[config.mk]
export PLATFORM = sky130hd
export DESIGN_NAME = arp_cache_responder_unit
export DESIGN_NICKNAME = d
export VERILOG_FILES = /design/src/hdl/arpc_pkg.sv /design/src/hdl/arp_cache_responder_unit.sv /design/src/hdl/arpc_cell.sv
export SDC_FILE = /design/constraint.sdc
export NUM_CORES = 2
export LEC_CHECK = 0
export BUFFER_PORTS_ARGS = -buffer_cell sky130_fd_sc_hd__buf_2
export CORE_MARGIN = 2
export CORE_UTILIZATION = 60
export CTS_BUF_LIST = sky130_fd_sc_hd__clkbuf_2 sky130_fd_sc_hd__clkbuf_4 sky130_fd_sc_hd__clkbuf_8
export CTS_CLUSTER_DIAMETER = 120
export CTS_CLUSTER_SIZE = 30
export DETAILED_ROUTE_END_ITERATION = 6
export GPL_TIMING_DRIVEN = 0
export PLACE_DENSITY_LB_ADDON = 0.05
export RECOVER_POWER = 50
export SYNTH_ARGS = -nofsm -noshare
export SYNTH_HDL_FRONTEND = slang
export SYNTH_SLANG_ARGS = --single-unit
[constraint.sdc]
create_clock -name clk -period 10.8 [get_ports clk]
set_input_delay 3.24 -clock clk [delete_from_list [all_inputs] [get_ports clk]]
set_output_delay 3.24 -clock clk [all_outputs]
set_load 0.01 [all_outputs]
[src/hdl/arpc_pkg.sv]
// Shared types, codes and constants for the ARP cache responder.
package arpc_pkg;

  localparam int CACHE_ENTRIES_DEF = 16;

  localparam logic [15:0] MIN_ARP_LEN    = 16'd28;
  localparam logic [15:0] HTYPE_ETHERNET = 16'h0001;
  localparam logic [15:0] PTYPE_IPV4     = 16'h0800;
  localparam logic [15:0] OPER_REQUEST   = 16'h0001;

  // Configuration port: 64-bit data, registers at 8-byte spacing.
  localparam int CFG_DATA_W = 64;
  localparam int CFG_ADDR_W = 4;

  typedef enum logic {
    REG_OWN_MAC = 1'b0,
    REG_OWN_IP  = 1'b1
  } reg_idx_t;

  typedef enum logic [1:0] {
    ACT_NONE  = 2'd0,
    ACT_REPLY = 2'd1,
    ACT_BCAST = 2'd2,
    ACT_HIT   = 2'd3
  } act_t;

  typedef enum logic [1:0] {
    ST_IDLE,
    ST_SCAN,
    ST_FINISH
  } state_t;

  // Search token handed from cell to cell.
  typedef struct packed {
    logic        vld;
    logic [31:0] key;
    logic        hit;
    logic        free;
    logic [47:0] mac;
  } tok_t;

  // Write command broadcast to all cells; index travels beside it.
  typedef struct packed {
    logic        en;
    logic [31:0] ip;
    logic [47:0] mac;
  } wr_t;

endpackage

[src/hdl/arp_cache_responder_unit.sv]
// Top level: ARP cache and responder built as a chain of entry cells.
// The search token walks the cell chain one entry per cycle; at scan end
//   the cache is written back and the result registered, then moved to the
//   output register. A new item is accepted only once that move is done.
// Reset (synchronous, rst_n low): cache empty, own_mac/own_ip zero, no item
//   in flight, output empty.
module arp_cache_responder_unit #(
  parameter int CACHE_ENTRIES = arpc_pkg::CACHE_ENTRIES_DEF
) (
  input  logic                            clk,
  input  logic                            rst_n,
  // input item channel
  input  logic                            in_valid,
  output logic                            in_stall,
  input  logic                            in_mode,
  input  logic [15:0]                     in_packet_length,
  input  logic [15:0]                     in_hw_type,
  input  logic [15:0]                     in_proto_type,
  input  logic [15:0]                     in_operation,
  input  logic [47:0]                     in_sender_mac,
  input  logic [31:0]                     in_ip_address,
  input  logic [31:0]                     in_target_ip,
  // result channel
  output logic                            out_valid,
  input  logic                            out_stall,
  output logic [1:0]                      out_action,
  output logic [47:0]                     out_mac,
  output logic [31:0]                     out_ip,
  // configuration port
  input  logic                            cfg_psel,
  input  logic                            cfg_penable,
  input  logic                            cfg_pwrite,
  input  logic [arpc_pkg::CFG_ADDR_W-1:0] cfg_paddr,
  input  logic [arpc_pkg::CFG_DATA_W-1:0] cfg_pwdata,
  output logic [arpc_pkg::CFG_DATA_W-1:0] cfg_prdata,
  output logic                            cfg_pready
);
  import arpc_pkg::*;

  localparam int IDX_W = $clog2(CACHE_ENTRIES);

  // ---------------------------------------------------------------
  // Configuration registers. Register index is the 8-byte slot bit.
  // ---------------------------------------------------------------
  logic [47:0] own_mac_r;
  logic [31:0] own_ip_r;
  reg_idx_t    cfg_idx;
  logic        cfg_wr;

  assign cfg_idx    = reg_idx_t'(cfg_paddr[CFG_ADDR_W-1]);
  assign cfg_wr     = cfg_psel && cfg_penable && cfg_pwrite && cfg_pready;
  assign cfg_pready = 1'b1;

  always_ff @(posedge clk) begin
    if (!rst_n) begin
      own_mac_r <= '0;
      own_ip_r  <= '0;
    end else if (cfg_wr) begin
      case (cfg_idx)
        REG_OWN_MAC: own_mac_r <= cfg_pwdata[47:0];
        REG_OWN_IP:  own_ip_r  <= cfg_pwdata[31:0];
        default: ;
      endcase
    end
  end

  always_comb begin
    case (cfg_idx)
      REG_OWN_MAC: cfg_prdata = {16'd0, own_mac_r};
      REG_OWN_IP:  cfg_prdata = {32'd0, own_ip_r};
      default:     cfg_prdata = '0;
    endcase
  end

  // ---------------------------------------------------------------
  // Sequencer: IDLE takes an item, SCAN waits for the token to leave
  // the last cell, FINISH hands the result to the output register.
  // ---------------------------------------------------------------
  state_t state_r, state_nxt;
  logic   accept;
  logic   scan_done;
  logic   out_load;

  tok_t             tok      [CACHE_ENTRIES+1];
  logic [IDX_W-1:0] hit_idx  [CACHE_ENTRIES+1];
  logic [IDX_W-1:0] free_idx [CACHE_ENTRIES+1];
  logic [CACHE_ENTRIES-1:0] tok_vld_vec;

  assign accept = in_valid && !in_stall;

  always_comb begin
    state_nxt = state_r;
    case (state_r)
      ST_IDLE:   if (accept)    state_nxt = ST_SCAN;
      ST_SCAN:   if (scan_done) state_nxt = ST_FINISH;
      ST_FINISH: if (out_load)  state_nxt = ST_IDLE;
      default:                  state_nxt = ST_IDLE;
    endcase
  end

  always_comb begin
    in_stall  = 1'b1;
    scan_done = 1'b0;
    out_load  = 1'b0;
    case (state_r)
      ST_IDLE:   in_stall  = 1'b0;
      ST_SCAN:   scan_done = tok[CACHE_ENTRIES].vld;
      // output register may be refilled in the cycle it is taken
      ST_FINISH: out_load  = !out_valid || !out_stall;
      default:   in_stall  = 1'b1;
    endcase
  end

  always_ff @(posedge clk) begin
    if (!rst_n) begin
      state_r <= ST_IDLE;
    end else begin
      state_r <= state_nxt;
    end
  end

  // ---------------------------------------------------------------
  // Item capture. Validity of a packet is decided at accept.
  // ---------------------------------------------------------------
  logic        mode_r;
  logic        learn_ok_r;
  logic        is_req_r;
  logic [47:0] smac_r;
  logic [31:0] ip_r;
  logic [31:0] tip_r;

  always_ff @(posedge clk) begin
    if (accept) begin
      mode_r     <= in_mode;
      learn_ok_r <= !in_mode && (in_packet_length >= MIN_ARP_LEN) &&
                    (in_hw_type == HTYPE_ETHERNET) && (in_proto_type == PTYPE_IPV4);
      is_req_r   <= (in_operation == OPER_REQUEST);
      smac_r     <= in_sender_mac;
      ip_r       <= in_ip_address;
      tip_r      <= in_target_ip;
    end
  end

  // ---------------------------------------------------------------
  // Cell chain. The token enters cell 0 at accept, carrying the key.
  // ---------------------------------------------------------------
  wr_t              wr;
  logic [IDX_W-1:0] wr_idx;

  always_comb begin
    tok[0].vld  = accept;
    tok[0].key  = in_ip_address;
    tok[0].hit  = 1'b0;
    tok[0].free = 1'b0;
    tok[0].mac  = '0;
  end
  assign hit_idx[0]  = '0;
  assign free_idx[0] = '0;

  for (genvar g = 0; g < CACHE_ENTRIES; g++) begin : g_cell
    arpc_cell #(
      .CACHE_ENTRIES (CACHE_ENTRIES),
      .CELL_IDX      (g),
      .IDX_W         (IDX_W)
    ) u_cell (
      .clk          (clk),
      .rst_n        (rst_n),
      .tok_in       (tok[g]),
      .hit_idx_in   (hit_idx[g]),
      .free_idx_in  (free_idx[g]),
      .tok_out      (tok[g+1]),
      .hit_idx_out  (hit_idx[g+1]),
      .free_idx_out (free_idx[g+1]),
      .wr           (wr),
      .wr_idx       (wr_idx)
    );
    assign tok_vld_vec[g] = tok[g+1].vld;
  end

  // ---------------------------------------------------------------
  // Scan end: learn write-back (match, else first free, else entry 0)
  // and result selection.
  // ---------------------------------------------------------------
  tok_t             tok_end;
  logic [1:0]       fin_action_r, fin_action_nxt;
  logic [47:0]      fin_mac_r, fin_mac_nxt;
  logic [31:0]      fin_ip_r, fin_ip_nxt;

  assign tok_end = tok[CACHE_ENTRIES];

  always_comb begin
    wr.en  = scan_done && learn_ok_r;
    wr.ip  = ip_r;
    wr.mac = smac_r;
    if (tok_end.hit) begin
      wr_idx = hit_idx[CACHE_ENTRIES];
    end else if (tok_end.free) begin
      wr_idx = free_idx[CACHE_ENTRIES];
    end else begin
      wr_idx = '0;
    end
  end

  always_comb begin
    fin_action_nxt = ACT_NONE;
    fin_mac_nxt    = '0;
    fin_ip_nxt     = '0;
    if (mode_r) begin
      if (tok_end.hit) begin
        fin_action_nxt = ACT_HIT;
        fin_mac_nxt    = tok_end.mac;
      end else begin
        fin_action_nxt = ACT_BCAST;
        fin_ip_nxt     = ip_r;
      end
    end else if (learn_ok_r && is_req_r && (tip_r == own_ip_r)) begin
      fin_action_nxt = ACT_REPLY;
      fin_mac_nxt    = smac_r;
      fin_ip_nxt     = ip_r;
    end
  end

  always_ff @(posedge clk) begin
    if (scan_done) begin
      fin_action_r <= fin_action_nxt;
      fin_mac_r    <= fin_mac_nxt;
      fin_ip_r     <= fin_ip_nxt;
    end
  end

  // ---------------------------------------------------------------
  // Output register
  // ---------------------------------------------------------------
  logic        out_valid_r;
  logic [1:0]  out_action_r;
  logic [47:0] out_mac_r;
  logic [31:0] out_ip_r;

  always_ff @(posedge clk) begin
    if (!rst_n) begin
      out_valid_r <= 1'b0;
    end else if (out_load) begin
      out_valid_r <= 1'b1;
    end else if (!out_stall) begin
      out_valid_r <= 1'b0;
    end
  end

  always_ff @(posedge clk) begin
    if (out_load) begin
      out_action_r <= fin_action_r;
      out_mac_r    <= fin_mac_r;
      out_ip_r     <= fin_ip_r;
    end
  end

  assign out_valid  = out_valid_r;
  assign out_action = out_action_r;
  assign out_mac    = out_mac_r;
  assign out_ip     = out_ip_r;

  // ---------------------------------------------------------------
  // Assertions
  // ---------------------------------------------------------------
  // one search token in the chain at most
  a_one_token: assert property (@(posedge clk) disable iff (!rst_n)
    $onehot0(tok_vld_vec))
    else $error("more than one search token in the cell chain");

  // the token only leaves the chain while the sequencer waits for it
  a_tok_in_scan: assert property (@(posedge clk) disable iff (!rst_n)
    tok_end.vld |-> (state_r == ST_SCAN))
    else $error("search token left the chain outside the scan");

  // an accepted item blocks the input until its result is handed on
  a_accept_stalls: assert property (@(posedge clk) disable iff (!rst_n)
    accept |=> in_stall)
    else $error("input not stalled after accept");

  // cache writes only happen at scan end for a valid packet
  a_wr_at_end: assert property (@(posedge clk) disable iff (!rst_n)
    wr.en |-> (scan_done && !mode_r))
    else $error("cache write outside scan end of a packet");

endmodule

[src/hdl/arpc_cell.sv]
// One cache entry plus one stage of the search token chain.
module arpc_cell #(
  parameter int CACHE_ENTRIES = arpc_pkg::CACHE_ENTRIES_DEF,
  parameter int CELL_IDX      = 0,
  parameter int IDX_W         = $clog2(CACHE_ENTRIES)
) (
  input  logic                 clk,
  input  logic                 rst_n,
  input  arpc_pkg::tok_t       tok_in,
  input  logic [IDX_W-1:0]     hit_idx_in,
  input  logic [IDX_W-1:0]     free_idx_in,
  output arpc_pkg::tok_t       tok_out,
  output logic [IDX_W-1:0]     hit_idx_out,
  output logic [IDX_W-1:0]     free_idx_out,
  input  arpc_pkg::wr_t        wr,
  input  logic [IDX_W-1:0]     wr_idx
);
  import arpc_pkg::*;

  localparam logic [IDX_W-1:0] MY_IDX = IDX_W'(CELL_IDX);

  logic        ent_vld_r;
  logic [31:0] ent_ip_r;
  logic [47:0] ent_mac_r;

  tok_t             tok_r, tok_nxt;
  logic [IDX_W-1:0] hit_idx_r, hit_idx_nxt;
  logic [IDX_W-1:0] free_idx_r, free_idx_nxt;
  logic             match;

  assign match = ent_vld_r && (ent_ip_r == tok_in.key);

  // Earlier cells win: only take over hit/free when nothing upstream claimed it.
  always_comb begin
    tok_nxt      = tok_in;
    hit_idx_nxt  = hit_idx_in;
    free_idx_nxt = free_idx_in;
    if (!tok_in.hit && match) begin
      tok_nxt.hit = 1'b1;
      tok_nxt.mac = ent_mac_r;
      hit_idx_nxt = MY_IDX;
    end
    if (!tok_in.free && !ent_vld_r) begin
      tok_nxt.free = 1'b1;
      free_idx_nxt = MY_IDX;
    end
  end

  always_ff @(posedge clk) begin
    if (!rst_n) begin
      tok_r     <= '0;
      ent_vld_r <= 1'b0;
    end else begin
      tok_r <= tok_nxt;
      if (wr.en && (wr_idx == MY_IDX)) begin
        ent_vld_r <= 1'b1;
      end
    end
  end

  always_ff @(posedge clk) begin
    hit_idx_r  <= hit_idx_nxt;
    free_idx_r <= free_idx_nxt;
    if (wr.en && (wr_idx == MY_IDX)) begin
      ent_ip_r  <= wr.ip;
      ent_mac_r <= wr.mac;
    end
  end

  assign tok_out      = tok_r;
  assign hit_idx_out  = hit_idx_r;
  assign free_idx_out = free_idx_r;

endmodule
# Word level (Yosys, flattened, before mapping)
# Index checks and enable logic that the tools add are counted.
dict set report classes {
  addsub 0
  multipliers 0
  div_mod_pow 0
  order_cmp 1
  eq_ne 41
  shifts 0
  n_mux 70
  bitwise 1
  n_reduce_logical 126
}
# operator count
set ops {}
lappend ops {{$mux W48} 18}
lappend ops {{$eq A32 B32 Y1} 17}
lappend ops {{$pmux W64 S2} 1}
lappend ops {{$mux W32} 3}
lappend ops {{$logic_and A1 B1 Y1} 71}
lappend ops {{$logic_not A1 Y1} 48}
lappend ops {{$mux W1} 41}
lappend ops {{$eq A16 B1 Y1 const B} 2}
lappend ops {{$eq A4 B4 Y1 const B} 8}
lappend ops {{$eq A16 B12 Y1 const B} 1}
lappend ops {{$eq A4 B3 Y1 const B} 4}
lappend ops {{$ge A16 B5 Y1 const B} 1}
lappend ops {{$eq A4 B2 Y1 const B} 2}
lappend ops {{$mux W2} 4}
lappend ops {{$mux W4} 2}
lappend ops {{$ne A2 B2 Y1 const B} 3}
lappend ops {{$pmux W2 S3} 1}
lappend ops {{$reduce_and A2 Y1} 3}
lappend ops {{$eq A4 B1 Y1 const B} 1}
lappend ops {{$logic_not A4 Y1} 1}
lappend ops {{$reduce_and A3 Y1} 1}
lappend ops {{$eq A2 B1 Y1 const B} 1}
lappend ops {{$eq A2 B2 Y1 const B} 1}
lappend ops {{$logic_not A2 Y1} 1}
lappend ops {{other kinds (3)} 3}
dict set report word_totals {
  ff_bits 3052
  latch_bits 0
  mem_bits_rw 0
  mem_bits_ro 0
  input_bits 252
  output_inout_bits 149
  mem_count 0
}

# Logic depth before layout (Yosys ltp)
dict set report depth {
  word_depth 5
  ltp_mapped 9
  mapped_depth_nobuf 6
}

# Cells and area by module
# Synthesis repeated with hierarchy kept, for this count alone.
dict set report unflattened {
  hier_cells 7022
  hier_area_um2 106763.6
}
# mod n_inst cells_each area_per_inst_um2 seq_area_each_um2
set modules_own_cells {}
lappend modules_own_cells {{arpc_cell at g_cell[0].u_cell ...} 7 383 5830.6 4244.1}
lappend modules_own_cells {{arpc_cell at g_cell[11].u_cell ...} 4 383 5831.8 4244.1}
lappend modules_own_cells {{arpc_cell at g_cell[13].u_cell ...} 4 383 5828.1 4244.1}
lappend modules_own_cells {arp_cache_responder_unit 1 893 13479.2 10039.6}
lappend modules_own_cells {{arpc_cell at g_cell[15].u_cell} 1 384 5830.6 4244.1}

# Worst setup path before layout
# Ideal clock, no wire load.
dict set report synth_path {
  path_kind {input to register}
  startpoint {in in_valid}
  endpoint {reg ip_r[0] (enable)}
  setup_ns 0.590
  arrival_ns 8.060
  t_required_ns 10.210
  path_slack_ns 2.150
  cell_stages 2
  cell_sequence {inv_1 nor2_1}
}
dict set report synth_via {
  elab_chain_len 1
}
# element line
set synth_lines {}
lappend synth_lines {{from (decl)} arp_cache_responder_unit.sv:13} ;# input logic in_valid,
lappend synth_lines {{$logic_and A1 B1 Y1} arp_cache_responder_unit.sv:89} ;# assign accept = in_valid && !in_stall;
lappend synth_lines {{via accept} arp_cache_responder_unit.sv:80} ;# logic accept;
lappend synth_lines {{to (signal assigned)} arp_cache_responder_unit.sv:139} ;# ip_r <= in_ip_address;
lappend synth_lines {{to (decl)} arp_cache_responder_unit.sv:129} ;# logic [31:0] ip_r;
# The timed path passes the listed nets, and every way through them passes these cells.
# A chain may end at the register's enable or synchronous reset.

# Worst setup path in the final report
dict set report layout_path {
  startpoint {in cfg_paddr[3] in the netlist's numbering}
  endpoint {out cfg_prdata[31] in the netlist's numbering}
}
dict set report layout_via {
  elab_chain_len 2
}
# element line
set layout_lines {}
lappend layout_lines {{from (decl)} arp_cache_responder_unit.sv:33} ;# input logic [arpc_pkg::CFG_ADDR_W-1:0] cfg_paddr,
lappend layout_lines {{$not A1 Y1} --}
lappend layout_lines {{$pmux W64 S2 (*)} arp_cache_responder_unit.sv:68} ;# case (cfg_idx)
lappend layout_lines {{to (decl)} arp_cache_responder_unit.sv:35} ;# output logic [arpc_pkg::CFG_DATA_W-1:0] cfg_prdata,
# Mark *: on every way between the ends. The rest lies on a longest branch, timed or not. The select of a mux whose other input is x is not followed.

==> metrics <==
Die Span Y=418 um; Arrival @ worst endpoint=5.02 ns; Residual DRC=0; status=finished, violations left; WS Path Type=in2out; #FFs+latches synth=3052; main combinational cell family by area after synthesis=simple AND/OR/NAND/NOR gates; Slew @ Worst Pin=2.71 ns; CTS root buffer=clkbuf_8; Routed WL=about 240000 um; TritonCTS Sinks=3052; reg2reg setup slack=approximately 3.3 ns; Post-CTS Hold Fix Bufs=0; Crit. End Element=output port; most numerous cell on the critical path=buf_1; number of antenna violations at the first check in global routing=29; DRT antenna net count=0; GRT Residual Overflow=0; Syn Inst Count=around 7300; Avg Vias per Cell=5.43; post-CTS setup buffer count=0; Leak=41.3 nW; fmax=about 120 MHz; Synth Area per Inst=~14 sq um; RSZ-0062 raised after global routing=false; number of CTS-inserted buffers=111; Syn. warnings=0; GP Congestion=0.897; share of layout cells above drive strength 1=8.56%; Synth Area in Compound Gates=under 10%; DRT iter0 DRCs=between 5000 and 6000; # Max-Cap Violations=34; Top delay family on crit path=buffers and inverters; Avg WL per Cell=23.3 um; Synth area leaders=edfxtp_1, dfxtp_1, mux2i_1; Yosys top cell by area=edfxtp_1; Post-synth EDFFs=around 1600; Post-Synth Simple-Gate Area=10.4%; post-CTS sizing=0; WHS=0.423 ns; worst-case reg-to-reg path depth=8; core area=170000 sq um; Buffers on Ports=360; Final period util=76.5%; Setup WS post-layout=2.54 ns; # nets final=8062; first-pass detailed-route iteration total=7; GR Util All Layers=between 20 and 30%; Area Growth Syn to Fin=7.37%; worst-path cell chain=clkbuf_1, buf_1, buf_1, mux2_2, buf_2; Reg-to-Reg Start=state_r[0]; largest net degree at the start of global routing=35; TritonCTS clock tree=built; dominant synthesized flop cell=edfxtp_1; Hold Crit Class=reg2reg; placed cells=9911; CTS Buffer Depth=3; area fraction of the dominant cell type after synthesis=45.6%; Clk Latency, worst-skew pair=around 0.95 ns; total power draw=17.2 mW; # IOs=around 400; Synth cell types=60; Period minus WS final=8.26 ns; Hold Path Depth=1; row cnt=151; first-pass GRT wire length=343000 um; pre-CTS WS=2.50 ns; most common cell in the netlist=edfxtp_1; Req. time, crit path=7.56 ns; die area=approximately 170000 sq um; Clock transition at path regs=0.16 ns; Die Width=418 um; vias after detailed routing=55100; mux cell area share after synthesis=5.98%; vias in the first global route=between 50000 and 60000; Seq/Total Area, Yosys=74.7%; non-filler cells, final=roughly 10000; clock skew=roughly 0.047 ns; Async SR Flop Fraction=0%; Starting Density=60.5%; CP startpoint=cfg_paddr[3]; Post-Synth XOR/XNOR Area=about 3.7%; Final setup viols=0; peak supply drop=0.151 mV; Hold Path Sink=g_cell[9].u_cell.free_idx_out[3]; Synth Area in Adders=0%; Final Max Slew Viols=839; CP max FO=10; Buf/Inv on CP=4; slew margin rel.=-81.1%; DP HPWL=about 170000 um; slowest stage cell, crit path=buf_1; P per Cell Area=156 nW/um^2; crit-path max cell delay=0.56 ns; H-Tree Depth=3; Worst setup SP type=input pin; Post-synth top cells=edfxtp_1, dfxtp_1, nand2_1; critical hold path startpoint=g_cell[8].u_cell.free_idx_out[3]; Hold Violations, Final=0; reg2reg end=g_cell[12].u_cell.ent_ip_r[10]; failing checks=capacitance limit, slew limit; Post-Syn Area=103000 sq um
worst max path at each step:
stage	endpoint	slack, ns	cells past startpoint
6_report	cfg_prdata[31]	2.54	5
5_1_grt	cfg_prdata[31]	2.43	5
4_1_cts	cfg_prdata[31]	2.51	5
3_5_place_dp	cfg_prdata[31]	2.50	5
3_3_place_gp	smac_r[26]	-2.46	3
2_1_floorplan	ip_r[0]	2.15	2
stage by stage:
stage | area, sq um | setup TNS (ns) | util, %
6_report | 110000 | 0 | 64.9
5_1_grt | 110000 | 0 | 64.9
4_1_cts | 111000 | 0 | 65.3
3_5_place_dp | 108000 | 0 | 63.9
3_3_place_gp | 107000 | -270.95 | 63.2
2_1_floorplan | 103000 | 0 | -
layout make-up:
type / count / area (sq um)
sequential: 3052 / 76700
fill: 12600 / 59500
multi-input combinational: 3759 / 24000
tap: 2218 / 2780
timing repair buffer: 414 / 2420
clock buffer: 206 / 2260
buffer: 361 / 1540
inverter: 111 / 417
antenna: 18 / 45.0
clock inverter: 4 / 32.5
worst reg2reg max path, delay by kind of cell, from the launching register on:
| kind | cells | cell delay, ns |
|---|---|---|
| and+or+nand+nor | 5 | 3.39 |
| DFF | 1 | 0.41 |
| buffers and inverters | 3 | 3.38 |
state kept, by name (all words and copies together), names as in the netlist, 48 cells and up:
signal                      count
out_mac                        48
g_cell.u_cell.ent_mac_r       768
own_mac_r                      48
g_cell.u_cell.tok_out        1296
g_cell.u_cell.free_idx_out     49
fin_mac_r                      48
g_cell.u_cell.ent_ip_r        512
g_cell.u_cell.hit_idx_out      49
smac_r                         48
logic make-up after synthesis:
logic type | count (synthesis)
AND/OR/NAND/NOR | 2157
XOR/XNOR | 438
buffers and inverters | 472
flip-flops | 3052
multiplexers | 609
other | 2
AO/OA/AOI/OAI | 538
per-layer routing:
layer	up-vias	global-route usage, %	wire length, um
met5	-	0	21
met1	27100	38.0	101000
met3	317	2.73	14900
met2	1638	44.6	113000
li1	26100	-	-
met4	4	7.67	7560
report_power, final:
group          switching, mW  total, mW  leakage (nW)  internal (mW)
Clock                   3.16       4.47          1.25           1.32
Combinational          0.253      0.362          14.1          0.108
Sequential             0.153       12.4          26.0           12.2
Total                   3.56       17.2          41.3           13.6
cell usage in the layout (no fill, tap or decap), drive strengths merged, types with 17 or more instances in the layout:
master	instances
conb	17
a22o	55
xnor2	278
buf	432
edfxtp	1559
mux2i	577
dfxtp	1493
o22ai	18
and2	517
o21a	55
or2	32
xor2	160
nand4	121
o21ai	150
nor2b	79
diode	18
inv	113
nand2b	68
a21oi	196
nor4	71
clkbuf	549
nand3	120
nand2	612
nor2	487
mux2	32
nor3	21
No activity file was read; power rests on OpenSTA's default activity.
